<file path="config.mk">
export PLATFORM = sky130hd
export DESIGN_NAME = tmws_ctrl
export DESIGN_NICKNAME = d
export VERILOG_FILES = /design/src/tmws_pkg.sv /design/src/tmws_ctrl.sv
export SDC_FILE = /design/constraint.sdc
export NUM_CORES = 1
export LEC_CHECK = 0
export ABC_AREA = 1
export CAP_MARGIN = 20
export CORE_AREA = 4 4 41 43
export CTS_BUF_LIST = sky130_fd_sc_hd__clkbuf_16
export DETAILED_ROUTE_END_ITERATION = 12
export DIE_AREA = 0 0 45 47
export DONT_BUFFER_PORTS = 1
export MAX_ROUTING_LAYER = met4
export PLACE_DENSITY_LB_ADDON = 0.12
export SYNTH_ARGS = -nofsm -noshare
export SYNTH_HDL_FRONTEND = slang
export SYNTH_SLANG_ARGS = --single-unit
</file>
<file path="constraint.sdc">
create_clock -name aclk -period 3.2 [get_ports aclk]
set_input_delay 0.64 -clock aclk [delete_from_list [all_inputs] [get_ports aclk]]
set_output_delay 0.64 -clock aclk [all_outputs]
set_load 0.02 [all_outputs]
</file>
<file path="src/tmws_pkg.sv">
// ----------------------------------------------------------------------------
// tmws_pkg
// Shared constants, codes, types and helpers for the tagged mixed-width stack.
// ----------------------------------------------------------------------------
`default_nettype none

package tmws_pkg;

    // Default sizes of the byte store and of the entry (tag) store.
    localparam int STORE_BYTES_DEF = 1024;
    localparam int MAX_ENTRIES_DEF = 1024;

    // Operation codes.
    localparam logic OP_PUSH = 1'b0;
    localparam logic OP_POP  = 1'b1;

    // Width codes of an entry.
    localparam logic [1:0] WC_BYTE  = 2'd0;
    localparam logic [1:0] WC_WORD  = 2'd1;
    localparam logic [1:0] WC_DWORD = 2'd2;
    localparam logic [1:0] WC_BAD   = 2'd3;

    // Result status codes.
    localparam logic [1:0] STAT_OK        = 2'd0;
    localparam logic [1:0] STAT_OVERFLOW  = 2'd1;
    localparam logic [1:0] STAT_UNDERFLOW = 2'd2;

    // Commands from the controller to the datapath.
    typedef struct packed {
        logic       load;       // Capture the accepted request.
        logic       push_wr;    // Write one byte of the pushed value.
        logic       pop_setup;  // Latch tag, byte count and base address of the pop.
        logic       pop_rd;     // Issue one byte read of the popped entry.
        logic       pop_commit; // Drop the popped entry from the stack.
        logic       out_load;   // Load the result register.
        logic [1:0] out_status; // Status to place in the result.
    } cmd_t;

    // Status from the datapath to the controller.
    typedef struct packed {
        logic push_ok;     // The incoming push fits.
        logic stack_empty; // No entry is held.
        logic last;        // Current byte is the last one of the entry.
        logic pop_bad;     // Top entry claims more bytes than are in use.
    } stat_t;

    // Number of bytes taken by an entry of the given width code.
    function automatic logic [2:0] bytes_of(input logic [1:0] code);
        logic [2:0] n;
        case (code)
            WC_BYTE: n = 3'd1;
            WC_WORD: n = 3'd2;
            default: n = 3'd4;
        endcase
        return n;
    endfunction

endpackage

`default_nettype wire

</file>
<file path="src/tmws_ctrl.sv">
// ----------------------------------------------------------------------------
// tmws_ctrl
// Request sequencer: steps one push or pop through the datapath.
// ----------------------------------------------------------------------------
`default_nettype none

module tmws_ctrl (
    input  wire logic            aclk,
    input  wire logic            aresetn,
    input  wire logic            s_valid,
    output logic                 s_ready,
    input  wire logic            s_opcode,
    output logic                 m_valid,
    input  wire logic            m_ready,
    input  wire tmws_pkg::stat_t stat,
    output tmws_pkg::cmd_t       cmd
);

    typedef enum logic [2:0] {
        S_IDLE,
        S_PUSH_WR,
        S_POP_TAG,
        S_POP_CHK,
        S_POP_RD,
        S_POP_LAST,
        S_FINISH
    } state_t;

    state_t     state_reg, state_next;
    logic [1:0] status_reg, status_next;
    logic       m_valid_reg, m_valid_next;

    logic accept;
    logic out_free;

    assign s_ready  = (state_reg == S_IDLE);
    assign m_valid  = m_valid_reg;
    assign accept   = s_valid && s_ready;
    assign out_free = !m_valid_reg || m_ready;

    // Next state and commands.
    always_comb begin
        state_next     = state_reg;
        status_next    = status_reg;
        m_valid_next   = m_valid_reg && !m_ready;
        cmd            = '0;
        cmd.out_status = status_reg;
        case (state_reg)
            S_IDLE: begin
                if (accept) begin
                    cmd.load = 1'b1;
                    if (s_opcode == tmws_pkg::OP_POP) begin
                        if (stat.stack_empty) begin
                            status_next = tmws_pkg::STAT_UNDERFLOW;
                            state_next  = S_FINISH;
                        end else begin
                            status_next = tmws_pkg::STAT_OK;
                            state_next  = S_POP_TAG;
                        end
                    end else if (stat.push_ok) begin
                        status_next = tmws_pkg::STAT_OK;
                        state_next  = S_PUSH_WR;
                    end else begin
                        status_next = tmws_pkg::STAT_OVERFLOW;
                        state_next  = S_FINISH;
                    end
                end
            end
            S_PUSH_WR: begin
                cmd.push_wr = 1'b1;
                if (stat.last) begin
                    state_next = S_FINISH;
                end
            end
            S_POP_TAG: begin
                state_next = S_POP_CHK;
            end
            S_POP_CHK: begin
                if (stat.pop_bad) begin
                    status_next = tmws_pkg::STAT_UNDERFLOW;
                    state_next  = S_FINISH;
                end else begin
                    cmd.pop_setup = 1'b1;
                    state_next    = S_POP_RD;
                end
            end
            S_POP_RD: begin
                cmd.pop_rd = 1'b1;
                if (stat.last) begin
                    state_next = S_POP_LAST;
                end
            end
            S_POP_LAST: begin
                cmd.pop_commit = 1'b1;
                state_next     = S_FINISH;
            end
            S_FINISH: begin
                if (out_free) begin
                    cmd.out_load = 1'b1;
                    m_valid_next = 1'b1;
                    state_next   = S_IDLE;
                end
            end
            default: begin
                state_next = S_IDLE;
            end
        endcase
    end

    // State and registered outputs.
    always_ff @(posedge aclk) begin
        if (!aresetn) begin
            state_reg   <= S_IDLE;
            status_reg  <= tmws_pkg::STAT_OK;
            m_valid_reg <= 1'b0;
        end else begin
            state_reg   <= state_next;
            status_reg  <= status_next;
            m_valid_reg <= m_valid_next;
        end
    end

endmodule

`default_nettype wire

</file>
**After elaboration in Yosys (flattened, before gate mapping)**

Index checks and enable logic that the tools add are counted.

- Register bits: 6

- Mux-type cells: 26
- Eq/ne operators: 11
- Reduce and logical (&&, ||, !) cells: 9

Operators with widths:

| cell | number |
|---|---|
| 3-bit 2-to-1 mux | 7 |
| 3-bit one-hot mux with 7 select lines | 1 |
| 1-bit 2-to-1 mux | 12 |
| 2-bit 2-to-1 mux | 5 |
| 3-bit equality test (second input constant) | 3 |
| 2-bit != test (second input constant) | 4 |
| 3-bit by 2-bit equality test with 1-bit output (second input constant) | 2 |
| 2-bit one-hot mux with 2 select lines | 1 |
| 4-bit AND reduction | 1 |
| 3-bit by 1-bit equality test with 1-bit output (second input constant) | 1 |
| 3-bit logical NOT | 1 |
| 3-bit AND reduction | 1 |
| 1-bit logical AND | 2 |
| 1-bit logical NOT | 2 |
| 2-bit by 1-bit != test with 1-bit output (second input constant) | 1 |
| 2-bit nonzero test | 1 |
| 1-bit logical OR | 1 |

**Longest topological paths before layout**

Gate-level depths: netlist of the first run.

- Depth after elaboration: 4
- Gate-level depth with buffers: 8

**Worst setup path before layout of the first run**

Ideal clock, no wire load.

- Kind: input to output
- Start: input m_ready
- End: output cmd[2] in the netlist's numbering
- Path slack: 1417 ps
- Stages on the path: 2
- Data arrival time: 1143 ps
- Buffers on the path: 0
- Cell sequence: nor2_1 > nor3_1

RTL lines:

| item | line | source |
|---|---|---|
| start: declaration | tmws_ctrl.sv:14 | `input wire logic m_ready,` |
| end: declaration | tmws_ctrl.sv:16 | `output tmws_pkg::cmd_t cmd` |

==> flow_summary.yaml, run 1 <==
sta:
  finalHoldViolCount: 0
  finalSetupTns_ns: 0
  max_freq_ghz: 0.485
  worst_pin_slew_ns: 0.617
  rsz0062_at_grt: "no"
  finalCriticalPeriod_ns: 2.06
  period_share: 0.645
  timing.hold.ws_ns: 0.560
  slew_headroom: 0.586
  layout_setup_ws_ns: 1.14
  slew_violations: 0
  finalSetupViolations: 0
  skew_ns: 0.00194
clock_network:
  cts_buffer_depth: 2
  ctsHoldBuffers: 0
  cts_max_level: 1
  cts_made_buffers: 3
  cts-root-buf: "clkbuf_16"
  postCtsSetupBuffers: 0
  cts_sinks: 6
  path_clk_slew_ns: 0.03
  tritoncts: "yes"
  worstSkewPairLatency_ns: 0.23
  cts-resized-gates: 0
route:
  drt_first_pass_iters: 4
  drtIter0Drc: 7
  routedWlPerCell_um: 11.3
  finalWirelength_um: 992
  drcViolationCount: 0
  via_count: 421
  postRouteAntennaNets: 0
  via_per_inst: 4.78
hold_path:
  hold_path_end: "status_reg[1]"
  hold_start: "aresetn"
  hold_path_class: "input port to flip-flop"
  worstHoldPathCells: 2
power:
  p_seq_frac: 0.259
  pwr-share-clk: 0.355
  intPower_w: 0.000327
  power_frac_comb: 0.386
  cellLeakagePower_nw: 0.235
  ir_worst_vdd_mv: 0.565
  p_switching_w: 0.000243
  total_power_w: 0.000570
  power-per-cell-area_nw_per_um2: 1130
  swShare: 0.426
die:
  io_pins: 19
  coreArea_um2: 1300
  placementRows: 13
  dieArea_um2: 2120
  die_w_um: 45
  fp.dieH_um: 47
  start_util: 0.324
setup_path:
  critPathMaxStageDelay_ns: 0.54
  end_kind: "output port"
  path_max_fanout: 8
  r2r_slack_ns: 1.93
  crit_chain: "nand2_1, nor3_1"
  cp_slowest_cell: "nor3_1"
  startpoint: "state_reg[2]"
  setup.worst_path.class: "flip-flop to output port"
  crit_arrival_ns: 1.42
  cp-start-kind: "flip-flop"
  r2r-end: "state_reg[2]"
  r2r-start: "state_reg[2]"
  cp_data_required_time_ns: 2.56
  r2r_cells: 7
global_route:
  antenna_found_initial: 0
  grt_max_degree: 9
  grt_pass1_wl_um: 1620
  grt_overflow: 0
  grt_pass1_vias: 407
  grt_usage: 0.114
logic_synthesis:
  synth_most_common_cell: "nand2_1"
  async_flop_share: 0
  synth_edf_count: 0
  synth_top_area_cell: "dfxtp_1"
  netlist_area_um2: 422
  synthFlopType: "dfxtp_1"
  synthCells: 71
  seq_area_frac_synth: 0.285
  synthTopCellsByCount: "nand2_1, nor2_1, inv_1"
  syn-num-nets: 80
  ys_seq_elements: 6
  synth.distinct_cells: 16
  synth_warnings: 0
  synth_top_cell_area_share: 0.285
  postSynthAreaPerCell_um2: 5.94
  synthTopCellsByArea: "dfxtp_1, nand2_1, nor2_1"
final_layout:
  layout-drive-gt1-share: 0.178
  num_antenna_cells: 0
  largest_reg_flops: 3
  fillers: 149
  stdcell_count: 88
  nets: 84
  syn_to_final_growth_pct: 19.6
place:
  io_buffers: 0
  post-place-ws_ns: 1.37
  dp_hpwl_um: 814
  place_inst: 85
  gp_congestion: 0.741
run_status:
  status: "finished, final reports clean"
flow_run:
  cap_violations: 0
cells in the final DEF (no fill, tap or decap):
master,n
a21oi_1,6
a21oi_2,1
clkbuf_16,3
dfxtp_1,6
inv_1,8
inv_2,2
inv_4,1
nand2_1,16
nand2_2,3
nand3_1,5
nor2_1,12
nor2_2,2
nor2_4,1
nor3_1,1
o21ai_0,3
o21ai_1,3
metal layers:
layer | up-vias | track usage | share of wire
met2 | 15 | 0.169 | 0.44
met1 | 177 | 0.121 | 0.46
met4 | 0 | 0.0526 | 0.010
li1 | 227 | - | -
met5 | - | - | 0
met3 | 2 | 0.0690 | 0.088
worst max-delay path, delay by kind of cell, from the launching register on:
| kind | cells | cell delay [ns] |
|---|---|---|
| flops | 1 | 0.53 |
| simple gates | 2 | 0.67 |
power by group through the flow:
stage / combinational [W] / sequential [W] / clock, W
3_5_place_dp: 0.000220 / 0.000148 / 0
5_1_grt: 0.000246 / 0.000153 / 0.000213
2_1_floorplan: 0.000206 / 0.000133 / 0
3_3_place_gp: 0.000223 / 0.000150 / 0
4_1_cts: 0.000221 / 0.000147 / 0.000205
6_report: 0.000220 / 0.000148 / 0.000202
cells by family after synthesis:
group                  share of synthesized area
and+or+nand+nor                            0.421
DFF                                        0.285
AOI/OAI and AO/OA                          0.163
buffers and inverters                      0.131
metrics by stage:
stage,cell area (um^2),utilization
after CTS,504,0.388
final,504,0.388
after detailed placement,429,0.330
after global placement,429,0.330
after floorplan,422,-
after global routing,504,0.388
final cells by class:
class	count	area, um^2	share of cell area
Sequential cell	6	120	0.238
Clock buffer	3	75.1	0.149
Multi-Input combinational cell	53	246	0.489
Inverter	11	43.8	0.0868
Tap cell	15	18.8	0.0372
worst max-delay path by stage:
stage	endpoint	depth (start not counted)	slack, ns
floorplan	cmd[2]	2	1.42
global route	cmd[2]	2	1.03
CTS	cmd[2]	2	1.12
detailed placement	cmd[2]	2	1.37
finish	cmd[2]	2	1.14
global placement	cmd[2]	2	1.37
(Power assumes the default switching activity.)
==> run 2: changes to the inputs <==
--- a/config.mk
+++ b/config.mk
@@ -5,7 +5,7 @@
 export SDC_FILE = /design/constraint.sdc
 export NUM_CORES = 1
 export LEC_CHECK = 0
-export ABC_AREA = 1
+export ABC_AREA = 0
 export CAP_MARGIN = 20
 export CORE_AREA = 4 4 41 43
 export CTS_BUF_LIST = sky130_fd_sc_hd__clkbuf_16
==> constraint.sdc (replaced) <==
create_clock -name aclk -period 2.15 [get_ports aclk]
set_input_delay 0.43 -clock aclk [delete_from_list [all_inputs] [get_ports aclk]]
set_output_delay 0.43 -clock aclk [all_outputs]
set_load 0.02 [all_outputs]
==> flow_summary.yaml, run 2 <==
logic_synthesis:
  seq_area_frac_synth: 0.308
  synth_warnings: 0
  synth_edf_count: 0
  synthFlopType: "dfxtp_1"
  ys_seq_elements: 6
  synthCells: 56
  netlist_area_um2: 390
  synthTopCellsByCount: "nor2_1, dfxtp_1, nand3_1, o21ai_0"
  synth_most_common_cell: "nor2_1"
  async_flop_share: 0
  synthTopCellsByArea: "dfxtp_1, nand3_1, o21ai_0"
  synth_top_cell_area_share: 0.308
  synth_top_area_cell: "dfxtp_1"
  postSynthAreaPerCell_um2: 6.97
  synth.distinct_cells: 23
  syn-num-nets: 65
clock_network:
  cts_buffer_depth: 2
  postCtsSetupBuffers: 0
  worstSkewPairLatency_ns: 0.22
  ctsHoldBuffers: 0
  tritoncts: "yes"
  cts_max_level: 1
  cts-resized-gates: 0
  cts_made_buffers: 3
  cts-root-buf: "clkbuf_16"
  cts_sinks: 6
  path_clk_slew_ns: 0.03
setup_path:
  cp-start-kind: "flip-flop"
  path_max_fanout: 15
  setup.worst_path.class: "flip-flop to output port"
  crit_arrival_ns: 1.37
  cp_data_required_time_ns: 1.72
  end_kind: "output port"
  r2r_cells: 4
final_layout:
  layout_common_cells: "nor2_1, nand3_1, o21ai_0, dfxtp_1"
  layout_commonest_cell: "nor2_1"
  layout-drive-gt1-share: 0.119
  final_util: 0.381
  syn_to_final_growth_pct: 26.9
  num_antenna_cells: 0
  largest_reg_flops: 3
  stdcell_area_um2: 495
  fillers: 141
  nets: 70
sta:
  finalCriticalPeriod_ns: 1.80
  skew_ns: 0.000580
  layout_setup_ws_ns: 0.349
  finalHoldViolCount: 0
  finalSetupTns_ns: 0
  worst_pin_slew_ns: 0.443
  finalSetupViolations: 0
  slew_violations: 0
  max_freq_ghz: 0.555
  period_share: 0.838
  slew_headroom: 0.704
  rsz0062_at_grt: "no"
die:
  die_w_um: 45
  start_util: 0.300
  placementRows: 13
  dieArea_um2: 2120
  io_pins: 19
  coreArea_um2: 1300
  fp.dieH_um: 47
global_route:
  grt_pass1_wl_um: 1680
  grt_usage: 0.115
  grt_overflow: 0
  grt_max_degree: 16
  grt_pass1_vias: 393
  antenna_found_initial: 0
power:
  ir_worst_vdd_mv: 0.763
  cellLeakagePower_nw: 0.181
  power-per-cell-area_nw_per_um2: 1740
route:
  drtIter0Drc: 11
  drt_first_pass_iters: 3
  via_count: 397
  finalWirelength_um: 1090
  routedWlPerCell_um: 14.7
  via_per_inst: 5.36
  postRouteAntennaNets: 0
  drcViolationCount: 0
hold_path:
  worstHoldPathCells: 2
  hold_path_class: "input port to flip-flop"
flow_run:
  cap_violations: 0
place:
  io_buffers: 0
  post-place-ws_ns: 0.590
  dp_hpwl_um: 855
  placed_cell_area_um2: 420
  gp_congestion: 0.757
run_status:
  status: "finished, final reports clean"
run 2: final cells by class:
class	instances	area [um^2]	area share
Inverter	4	15.0	0.0303
Clock buffer	3	75.1	0.152
Multi-Input combinational cell	43	244	0.492
Sequential cell	6	120	0.242
Tap cell	15	18.8	0.0379
Timing Repair Buffer	3	22.5	0.0455
run 2: final timing paths:
kind / start / to / slack, ns
hold reg to reg: status_reg[0] / status_reg[0] / 0.57
hold / removal: aresetn / state_reg[2] / 0.36
setup / recovery: state_reg[0] / cmd[5] / 0.35
setup reg to reg: state_reg[0] / status_reg[1] / 0.63
run 2: logic make-up after synthesis:
| logic type | share of synthesized area |
|---|---|
| AO/OA/AOI/OAI | 0.263 |
| buffers and inverters | 0.0673 |
| flip-flops | 0.308 |
| multiplexers | 0.0256 |
| AND/OR/NAND/NOR | 0.337 |
run 2: per-stage QoR:
stage	hold slack [ns]	std cells	total power, W
2_1_floorplan	0.531	56	0.000480
3_3_place_gp	0.560	71	0.000571
3_5_place_dp	0.563	71	0.000567
4_1_cts	0.360	74	0.000869
5_1_grt	0.378	74	0.000920
6_report	0.358	74	0.000861
run 2: report_power, final:
| group | internal (W) | switching, W | total, W |
|---|---|---|---|
| combinational | 0.000134 | 0.000177 | 0.000312 |
| sequential | 0.000150 | 0.000104 | 0.000253 |
| clock | 0.000238 | 0.0000581 | 0.000296 |
run 2: critical path, stage by stage, from the launching register on:
cell,delay (ns)
dfxtp_1,0.58
nand3_1,0.21
nor2_1,0.35
run 2: per-layer routing:
metal | vias to the layer above | track usage | wire length [um]
li1 | 210 | - | -
met1 | 175 | 0.123 | 476
met2 | 12 | 0.178 | 500
met3 | 0 | 0.0805 | 112
met4 | 0 | 0.0175 | 0
met5 | - | - | 0
